## src/sv/palette_fade_engine_assert.svh

```systemverilog
// Assertion helpers for the palette fade engine.
// Both sample on clk and are disabled while arst_n is low.
`ifndef PALETTE_FADE_ENGINE_ASSERT_SVH
`define PALETTE_FADE_ENGINE_ASSERT_SVH

// Same-cycle implication.
`define PFE_ASSERT_NOW(label, ante, cons, msg) \
	label: assert property (@(posedge clk) disable iff (!arst_n) (ante) |-> (cons)) \
		else $error(msg);

// Next-cycle implication.
`define PFE_ASSERT_NEXT(label, ante, cons, msg) \
	label: assert property (@(posedge clk) disable iff (!arst_n) (ante) |=> (cons)) \
		else $error(msg);

`endif

```

## src/sv/pfe_pkg.sv

```systemverilog
`timescale 1ns / 1ps

package pfe_pkg;

	localparam int NUM_PAL  = 3;
	localparam int SHADE_W  = 2;
	localparam int NUM_SHD  = 4;
	localparam int PAL_W    = SHADE_W * NUM_SHD;
	localparam int TICK_W   = 8;
	localparam int SEL_W    = 2;

	// Input tdata: fade_mask, shade_value, step_interval, palette_select
	localparam int IN_DATA_W  = 24;
	// Output tdata: three palettes, then fading_mask
	localparam int OUT_DATA_W = 32;

	typedef logic [PAL_W-1:0]   pal_t;
	typedef logic [NUM_PAL-1:0] pmask_t;

	typedef enum logic [1:0] {
		CMD_TICK  = 2'd0,
		CMD_START = 2'd1,
		CMD_SET   = 2'd2
	} cmd_t;

endpackage

```

## src/sv/pfe_pal_step.sv

```systemverilog
`timescale 1ns / 1ps

// One fade step of a palette: each shade moves one count toward its goal.
module pfe_pal_step (
	input  pfe_pkg::pal_t cur,
	input  pfe_pkg::pal_t goal,
	output pfe_pkg::pal_t nxt,
	output logic          matched
);
	import pfe_pkg::*;

	logic [NUM_SHD-1:0] shd_eq;

	// Per-shade compare and step
	always_comb begin
		logic [SHADE_W-1:0] s;
		logic [SHADE_W-1:0] g;
		nxt    = '0;
		shd_eq = '0;
		for (int k = 0; k < NUM_SHD; k++) begin
			s = cur[k*SHADE_W +: SHADE_W];
			g = goal[k*SHADE_W +: SHADE_W];
			if (s == g) begin
				shd_eq[k] = 1'b1;
			end else if (s < g) begin
				s = s + 1'b1;
			end else begin
				s = s - 1'b1;
			end
			nxt[k*SHADE_W +: SHADE_W] = s;
		end
	end

	// Palette is done only if every shade already matched
	assign matched = &shd_eq;

endmodule

```

## src/sv/palette_fade_engine.sv

```systemverilog
`timescale 1ns / 1ps

// A beat accepted into the input register passes through the state-update stage into
// the result register. Throughput: one beat per cycle while m_tready does not stall the
// result register; the single state-update stage sets this figure.
// Reset (arst_n low, asynchronous): palettes, goals, timer, interval and fading
// mask clear to zero; both register stages go empty.
module palette_fade_engine (
	input  logic                            clk,
	input  logic                            arst_n,
	input  logic                            s_tvalid,
	output logic                            s_tready,
	// [2:0] fade_mask, [10:3] shade_value, [18:11] step_interval,
	// [20:19] palette_select, [23:21] zero
	input  logic [pfe_pkg::IN_DATA_W-1:0]   s_tdata,
	// [1:0] command
	input  logic [1:0]                      s_tuser,
	output logic                            m_tvalid,
	input  logic                            m_tready,
	// [7:0] background_palette, [15:8] sprite0_palette, [23:16] sprite1_palette,
	// [26:24] fading_mask, [31:27] zero
	output logic [pfe_pkg::OUT_DATA_W-1:0]  m_tdata
);
	import pfe_pkg::*;

	`include "palette_fade_engine_assert.svh"

	// Input register
	logic               vld_s1;
	cmd_t               cmd_s1;
	pmask_t             mask_s1;
	pal_t               shade_s1;
	logic [TICK_W-1:0]  intv_s1;
	logic [SEL_W-1:0]   sel_s1;

	// State
	pmask_t             act_q;
	logic [TICK_W-1:0]  tick_q;
	logic [TICK_W-1:0]  intv_q;
	pal_t               goal_q [NUM_PAL];
	pal_t               live_q [NUM_PAL];

	// Result register
	logic               out_vld_q;
	pal_t               out_pal_q [NUM_PAL];
	pmask_t             out_mask_q;

	logic               advance;
	logic               take_s1;

	assign advance  = !out_vld_q || m_tready;
	assign take_s1  = vld_s1 && advance;
	assign s_tready = !vld_s1 || advance;

	// Capture input beat
	always_ff @(posedge clk or negedge arst_n) begin
		if (!arst_n) begin
			vld_s1 <= 1'b0;
		end else if (s_tready) begin
			vld_s1 <= s_tvalid;
		end
	end

	always_ff @(posedge clk) begin
		if (s_tready && s_tvalid) begin
			cmd_s1   <= cmd_t'(s_tuser);
			mask_s1  <= s_tdata[2:0];
			shade_s1 <= s_tdata[10:3];
			intv_s1  <= s_tdata[18:11];
			sel_s1   <= s_tdata[20:19];
		end
	end

	// Fade step for each palette
	pal_t   step_pal [NUM_PAL];
	pmask_t step_done;

	for (genvar p = 0; p < NUM_PAL; p++) begin : g_step
		pfe_pal_step u_step (
			.cur     (live_q[p]),
			.goal    (goal_q[p]),
			.nxt     (step_pal[p]),
			.matched (step_done[p])
		);
	end

	// Next state for the beat in stage 1
	logic [TICK_W-1:0] tick_inc;
	logic              step_now;
	pmask_t            act_d;
	logic [TICK_W-1:0] tick_d;
	logic [TICK_W-1:0] intv_d;
	pal_t              goal_d [NUM_PAL];
	pal_t              live_d [NUM_PAL];

	assign tick_inc = tick_q + 1'b1;

	always_comb begin
		act_d    = act_q;
		tick_d   = tick_q;
		intv_d   = intv_q;
		step_now = 1'b0;
		for (int p = 0; p < NUM_PAL; p++) begin
			goal_d[p] = goal_q[p];
			live_d[p] = live_q[p];
		end
		case (cmd_s1)
			CMD_TICK: begin
				if (act_q != '0) begin
					if (tick_inc == intv_q) begin
						tick_d   = '0;
						step_now = 1'b1;
					end else begin
						tick_d = tick_inc;
					end
				end
				if (step_now) begin
					for (int p = 0; p < NUM_PAL; p++) begin
						if (act_q[p]) begin
							live_d[p] = step_pal[p];
						end
					end
					act_d = act_q & ~step_done;
				end
			end
			CMD_START: begin
				act_d  = act_q | mask_s1;
				tick_d = '0;
				intv_d = intv_s1;
				for (int p = 0; p < NUM_PAL; p++) begin
					if (mask_s1[p]) begin
						goal_d[p] = shade_s1;
					end
				end
			end
			CMD_SET: begin
				// A select past the last palette matches nothing
				for (int p = 0; p < NUM_PAL; p++) begin
					if (sel_s1 == SEL_W'(p)) begin
						live_d[p] = shade_s1;
					end
				end
			end
			default: begin
			end
		endcase
	end

	// State update and result load
	always_ff @(posedge clk or negedge arst_n) begin
		if (!arst_n) begin
			act_q     <= '0;
			tick_q    <= '0;
			intv_q    <= '0;
			out_vld_q <= 1'b0;
			for (int p = 0; p < NUM_PAL; p++) begin
				goal_q[p] <= '0;
				live_q[p] <= '0;
			end
		end else begin
			if (advance) begin
				out_vld_q <= vld_s1;
			end
			if (take_s1) begin
				act_q  <= act_d;
				tick_q <= tick_d;
				intv_q <= intv_d;
				for (int p = 0; p < NUM_PAL; p++) begin
					goal_q[p] <= goal_d[p];
					live_q[p] <= live_d[p];
				end
			end
		end
	end

	always_ff @(posedge clk) begin
		if (take_s1) begin
			out_mask_q <= act_d;
			for (int p = 0; p < NUM_PAL; p++) begin
				out_pal_q[p] <= live_d[p];
			end
		end
	end

	assign m_tvalid = out_vld_q;
	assign m_tdata  = {5'b0, out_mask_q, out_pal_q[2], out_pal_q[1], out_pal_q[0]};

	// Checks
	`PFE_ASSERT_NEXT(a_act_set_only_start, take_s1 && cmd_s1 != CMD_START,
		(act_q & ~$past(act_q)) == '0, "fading bit set without a start")
	`PFE_ASSERT_NEXT(a_idle_timer_holds, take_s1 && cmd_s1 == CMD_TICK && act_q == '0,
		tick_q == $past(tick_q), "timer moved with nothing fading")
	`PFE_ASSERT_NOW(a_out_mask_tracks, out_vld_q,
		out_mask_q == act_q, "reported fading mask differs from state")
	`PFE_ASSERT_NEXT(a_s1_holds, vld_s1 && !advance,
		vld_s1 && $stable(cmd_s1), "stage 1 beat lost while stalled")

endmodule

```

## config.mk

```make
export PLATFORM = sky130hd
export DESIGN_NAME = palette_fade_engine
export DESIGN_NICKNAME = d
export VERILOG_FILES = /design/src/sv/pfe_pkg.sv /design/src/sv/pfe_pal_step.sv /design/src/sv/palette_fade_engine.sv
export VERILOG_INCLUDE_DIRS = /design/src /design/src/sv
export SDC_FILE = /design/constraint.sdc
export NUM_CORES = 1
export LEC_CHECK = 0
export ABC_CLOCK_PERIOD_IN_PS = 3750
export BUFFER_PORTS_ARGS = -buffer_cell sky130_fd_sc_hd__buf_2
export CAP_MARGIN = 20
export CORE_MARGIN = 2
export CORE_UTILIZATION = 55
export DETAILED_ROUTE_END_ITERATION = 8
export GPL_ROUTABILITY_DRIVEN = 0
export PLACE_DENSITY_LB_ADDON = 0.05
export RECOVER_POWER = 50
export SYNTH_ARGS = -nofsm -noshare
export SYNTH_HDL_FRONTEND = slang
export SYNTH_SLANG_ARGS = --single-unit
export TNS_END_PERCENT = 100
```

## constraint.sdc

```tcl
create_clock -name clk -period 3.75 [get_ports clk]
set_clock_uncertainty 0.05 [all_clocks]
set_input_delay 0.75 -clock clk [delete_from_list [all_inputs] [get_ports clk]]
set_output_delay 0.75 -clock clk [all_outputs]
set_load 0.005 [all_outputs]
```

==> qor.csv, run 1 <==
metric,value,unit
critPathMaxFanout,19,
violations,"max-capacitance violations, max-slew violations",
syn_area_per_cell,10.3,µm²
p_clk_share,31.7,%
leakagePower,3.15,nW
cts_buffers,17,
p_switching,0.00179,W
comb_power_share,30.7,%
drc,0,
maxSlewViolCount,30,
setup_viol,0,
dp_hpwl,11200,µm
cp-endpoint,out_pal_q[0][1]$_DFFE_PP_,
reg2reg_depth,8,
design_area,7730,µm²
worstReg2RegStart,tick_q[0]$_DFFE_PN0P_,
peakVddDrop,0.353,mV
post-cts-setup-buffers,0,
wirelength,17000,µm
fin_nets,765,
r2r_slack,480,ps
p_per_area,666,nW/µm²
ys_seq_elements,119,
hold_violations,0,
synth-edff-count,50,
holdBufCountCts,0,
post_cts_resized,0,
critPathLaunch,tick_q[0]$_DFFE_PN0P_,
finalCritPeriodShare,87.3,%
hold_path_class,reg2reg,
cp.required,3880,ps
yosys_warnings,0,
netlist.area_leader.share,25.4,%
n_antenna_cell,0,
seq_area_frac_synth,47.5,%
tns,0,ps
die-width,115,µm
synth_top_flop_cell,dfrtp_1,
clkTransAtPathRegs,60,ps
syn_area,6790,µm²
p_sw_share,34.9,%
p_int,0.00335,W
grt_use_total,26.9,%
antenna_found_initial,0,
arrival,3400,ps
layout_common_cells,"69 x dfrtp_1, 53 x nand2_1, 50 x inv_1, 50 x edfxtp_1",
row_count,40,
p_seq_share,37.6,%
initial_core_util,56.6,%
grt_max_degree,43,
period_needed,3270,ps
io_buffers,55,
start_kind,flop,
rsz0062_at_grt,no,
vias_per_cell,6.39,
clockBufferDepth,2,
grt_pass1_wl,27300,µm
synth_area_leaders,"dfrtp_1 25%, edfxtp_1 22%, mux2_2 5.6%, ha_1 4.6%, nand2_1 2.9%",
antenna_left,0,
status,"finished, violations left",
detailedRoute.firstPassIterationCount,7,
wire_per_inst,19.5,µm
die_h,115,µm
ios,64,
core_area,12000,µm²
cts_max_level,4,
cts_sinks,119,
root_buffer,clkbuf_16,
clock.fmax,0.306,GHz
cts_tree,built,
overflow,0,
placed_cell_area,7180,µm²
synthArstFlopShare,58.0,%
synth.distinct_cells,70,
layout_commonest_cell,dfrtp_1,
worstMarginPinSlew,1640,ps
syn_to_final_growth,13.8,%
synth_top_cell_by_area,dfrtp_1,
synth_cells,662,
max_cap_violations,1,
grt_pass1_vias,5373,
drt-initial-drc-count,382,
dieArea,13300,µm²
relSlewSlack,-9.14,%
r2r_end,out_pal_q[0][1]$_DFFE_PP_,
layout-drive-gt1-share,19.1,%
worstSetupPathType,reg2reg,
vias,5561,
cp-end-kind,flop,
clock_latency,430,ps
-- worst min-delay path by stage --
| stage | start | endpoint | depth (start not counted) |
|---|---|---|---|
| after floorplan | intv_s1[3]$_DFFE_PP_ | intv_q[3]$_DFFE_PN0P_ | 2 |
| after global placement | intv_s1[3]$_DFFE_PP_ | intv_q[3]$_DFFE_PN0P_ | 2 |
| after detailed placement | intv_s1[7]$_DFFE_PP_ | intv_q[7]$_DFFE_PN0P_ | 1 |
| after CTS | arst_n | intv_q[2]$_DFFE_PN0P_ | 1 |
| after global routing | s_tdata[16] | intv_s1[5]$_DFFE_PP_ | 1 |
| final | intv_s1[2]$_DFFE_PP_ | intv_q[2]$_DFFE_PN0P_ | 1 |
-- synth_stat cells (all sizes together), types with 6 or more instances --
master,number
dfrtp,69
ha,25
a31o,7
nand4,16
nor3,7
a31oi,6
mux2i,8
nand3,25
a22oi,25
buf,20
nor2b,9
xnor2,14
or2,6
a21oi,39
inv,50
a41oi,9
nand2,54
o21ai,35
or3,11
mux2,36
nand2b,6
nor2,23
clkbuf,23
a22o,8
edfxtp,50
-- stage by stage --
stage | utilization (%) | cells | setup slack, ps | total power [W] | hold slack, ps
finish | 64.4 | 870 | 477 | 0.00515 | 425
global route | 64.4 | 870 | 377 | 0.00547 | 435
CTS | 64.7 | 870 | 543 | 0.00516 | 349
detailed placement | 59.8 | 838 | 539 | 0.00351 | 413
global placement | 59.8 | 838 | 607 | 0.00344 | 384
floorplan | - | 666 | 1010 | 0.00310 | 376
-- layer usage --
metal  GRT usage (%)  up-vias  share of wire (%)
met5               0        -                  0
met4            11.7        0                2.3
met3            4.80       34                8.0
met2            42.2      258                 47
met1            37.0     2696                 43
li1                -     2573                  -
-- state kept, by name, summed over array words and instances (netlist names), 8 cells and up --
signal	cells
goal_q	24
intv_q	8
intv_s1	8
live_q	24
out_pal_q	24
shade_s1	8
tick_q	8
-- critical path, stage by stage, from the launching register on --
cell	delay, ps
dfrtp_1	450
ha_1	300
or4b_1	550
o221a_1	270
o21ai_2	260
buf_4	350
nand4_1	240
mux2_2	340
o221a_2	240
-- logic make-up after synthesis --
| family | after synthesis | synth area share, % |
|---|---|---|
| buffers and inverters | 94 | 5.76 |
| AND/OR/NAND/NOR | 173 | 12.9 |
| flip-flops | 119 | 47.5 |
| adder cells (fa/ha/maj) | 25 | 4.60 |
| XOR/XNOR | 18 | 2.32 |
| other | 1 | 0.0552 |
| multiplexers | 44 | 7.15 |
| AO/OA/AOI/OAI | 188 | 19.7 |
-- power groups by stage --
stage	Clock [W]	Combinational [W]	Sequential, W
5_1_grt	0.00171	0.00178	0.00198
6_report	0.00163	0.00158	0.00194
2_1_floorplan	0	0.00125	0.00185
3_3_place_gp	0	0.00151	0.00193
4_1_cts	0.00165	0.00158	0.00193
3_5_place_dp	0	0.00156	0.00195
-- final cells by class --
| type | instances | area, µm² |
|---|---|---|
| fillers | 985 | 4280 |
| flip-flops and latches | 119 | 3230 |
| multi-input cells | 453 | 3190 |
| clock buffers | 17 | 425 |
| repair buffers | 68 | 344 |
| inverters | 51 | 191 |
| well taps | 147 | 184 |
| clock inverters | 15 | 166 |
Power figures use the tool's default switching activity.
==> inputs of run 2 (changes only) <==
Settings changed: ABC_AREA from default to 1, CORE_UTILIZATION 55 to 48.
==> qor.csv, run 2 <==
metric,value,unit,change
status,"finished, violations left",,
violations,"max-capacitance violations, max-slew violations",,
antenna_left,0,,unchanged
ios,64,,unchanged
synth_most_common_cell,nand2_1,,
layout-drive-gt1-share,11.1,%,-8.0 points
row_count,42,,+5.0%
drt-initial-drc-count,450,,+18%
arrival,3140,ps,-260 ps
critPathMostFrequentCell,clkbuf_1,,
io_buffers,55,,unchanged
dp_hpwl,11000,µm,-1.5%
setup_viol,0,,unchanged
relSlewSlack,-41.9,%,-33 points
place_worst_setup_slack,1020,ps,+484 ps
critPathMaxFanout,37,,+18
vias_per_cell,5.33,,-17%
fin_cells,1007,,+16%
crit_path_cell_trace,clkbuf_1 -> clkbuf_1,,
p_int,0.00380,W,+13%
detailedRoute.firstPassIterationCount,7,,unchanged
netlist_top_cells_count,"222 x nand2_1, 102 x inv_1, 69 x dfrtp_1",,
maxSlewViolCount,38,,+27%
hold_path_class,reg2reg,,
yosys_warnings,0,,unchanged
leakagePower,3.58,nW,+14%
post_cts_resized,0,,unchanged
cts_max_level,4,,unchanged
clockBufferDepth,2,,unchanged
vias,5372,,-3.4%
overflow,0,,unchanged
dieArea,14300,µm²,+7.7%
cp-end-kind,async pin,,
initial_core_util,48.8,%,-7.8 points
clock_latency,420,ps,about the same
power,0.00618,W,+20%
cp.required,4080,ps,+200 ps
synth.distinct_cells,34,,-51%
root_buffer,clkbuf_16,,
seq_area_frac_synth,50.4,%,+2.9 points
tns,0,ps,unchanged
cts_buffers,17,,unchanged
syn_area,6400,µm²,-5.7%
p_seq_share,34.9,%,-2.7 points
peakVddDrop,0.393,mV,+11%
grt_pass1_vias,5263,,-2.0%
syn_to_final_growth,16.3,%,
synth_top_flop_cell,dfrtp_1,,
period_needed,2810,ps,-467 ps
wirelength,16000,µm,-6.1%
cts_sinks,119,,unchanged
top_regs,"goal_q (24), live_q (24), out_pal_q (24)",,
fin_util,56.7,%,-7.7 points
die_h,120,µm,+3.8%
n_antenna_cell,0,,unchanged
layout_common_cells,"222 x nand2_1, 103 x inv_1, 69 x dfrtp_1, 54 x nand3_1, 54 x o21ai_0",,
grt_max_degree,47,,+9.3%
cp_num_buf_inv,2,,+1
rsz0062_at_grt,no,,
p_per_area,829,nW/µm²,+25%
synth_top_cell_by_area,dfrtp_1,,
antenna_found_initial,0,,unchanged
cpMaxStageDelayCell,clkbuf_1,,
netlist.area_leader.share,27.0,%,+1.5 points
grt_pass1_wl,26200,µm,-4.2%
synth-edff-count,50,,unchanged
layout_commonest_cell,nand2_1,,
holdBufCountCts,0,,unchanged
die-width,120,µm,+3.8%
syn_area_per_cell,8.44,µm²,-18%
place_inst,975,,+16%
grt_use_total,23.7,%,-3.2 points
comb_power_share,37.3,%,+6.6 points
clock.fmax,0.356,GHz,+17%
synthArstFlopShare,58.0,%,unchanged
slowest_delay,1490,ps,+940 ps
p_switching,0.00238,W,+32%
synth_area_leaders,"dfrtp_1 27%, edfxtp_1 23%, nand2_1 13%, inv_1 6.0%, ha_1 4.9%",,
worstSetupPathType,in2async,,
core_area,13100,µm²,+9.4%
setup_ws,944,ps,+467 ps
synth_cells,759,,+15%
cts_tree,built,,
p_clk_share,27.8,%,-3.9 points
p_sw_share,38.5,%,+3.6 points
crit_family,buffers and inverters,,
max_cap_violations,1,,unchanged
finalCritPeriodShare,74.8,%,-12 points
drc,0,,unchanged
worstMarginPinSlew,2130,ps,+491 ps
post-cts-setup-buffers,0,,unchanged
start_kind,primary input,,
fin_nets,873,,+14%
wire_per_inst,15.8,µm,-19%
hold_violations,0,,unchanged
ys_seq_elements,119,,unchanged
clkTransAtPathRegs,50,ps,about the same
## run 2: kinds of logic after synthesis
family | share of synthesized area [%]
AND/OR/NAND/NOR | 24.0
buffers and inverters | 8.40
AO/OA/AOI/OAI | 11.3
flip-flops | 50.4
adder cells (fa/ha/maj) | 4.88
XOR/XNOR | 0.977
other | 0.0585
## run 2: worst reg2reg max path, cell delays in order (launching register included)
cell     delay [ps]
dfrtp_1         470
ha_1            320
nand3_2         130
nor2_1          110
nand2_1          60
nand3_1         120
nand3_2         140
nor2_8          390
nand3_2         270
inv_2           170
nand3_1          80
o21ai_1         140
inv_1            70
## run 2: final timing paths
kind	from	end	slack, ps	cells after the start
max in group clk	tick_q[0]$_DFFE_PN0P_	out_mask_q[1]$_DFFE_PP_	990	12
min reg2reg	intv_s1[0]$_DFFE_PP_	intv_q[0]$_DFFE_PN0P_	390	2
min in group asynchronous	arst_n	live_q[5]$_DFFE_PN0P_	900	1
max	arst_n	live_q[19]$_DFFE_PN0P_	940	2
min	intv_s1[0]$_DFFE_PP_	intv_q[0]$_DFFE_PN0P_	390	2
max reg2reg	tick_q[0]$_DFFE_PN0P_	out_mask_q[1]$_DFFE_PP_	990	12
## run 2: metal layers
metal	up-vias	share of wire (%)	track usage (%)
met3	34	6.1	6.51
met4	0	2.8	10.2
met1	2523	44	31.3
met5	-	0	0
met2	160	47	36.7
li1	2655	-	-
## run 2: area by class of cell
class                      count  area, µm²
inverter                     104        390
sequential                   119       3230
tap                          176        220
timing repair buffer          64        333
fill                        1182       5690
clock buffer                  22        474
multi-input combinational    512       2650
clock inverter                10        150
## run 2: stage by stage
| step | instance area [µm²] | hold slack (ps) |
|---|---|---|
| global route | 7450 | 422 |
| global placement | 6850 | 380 |
| finish | 7450 | 394 |
| floorplan | 6420 | 375 |
| CTS | 7470 | 397 |
| detailed placement | 6850 | 384 |
## run 2: power by group through the flow
stage	Sequential [W]	Combinational [W]	Clock, W
2_1_floorplan	0.00204	0.00176	0
3_3_place_gp	0.00216	0.00219	0
3_5_place_dp	0.00216	0.00228	0
4_1_cts	0.00215	0.00230	0.00174
5_1_grt	0.00221	0.00263	0.00179
6_report	0.00216	0.00230	0.00172
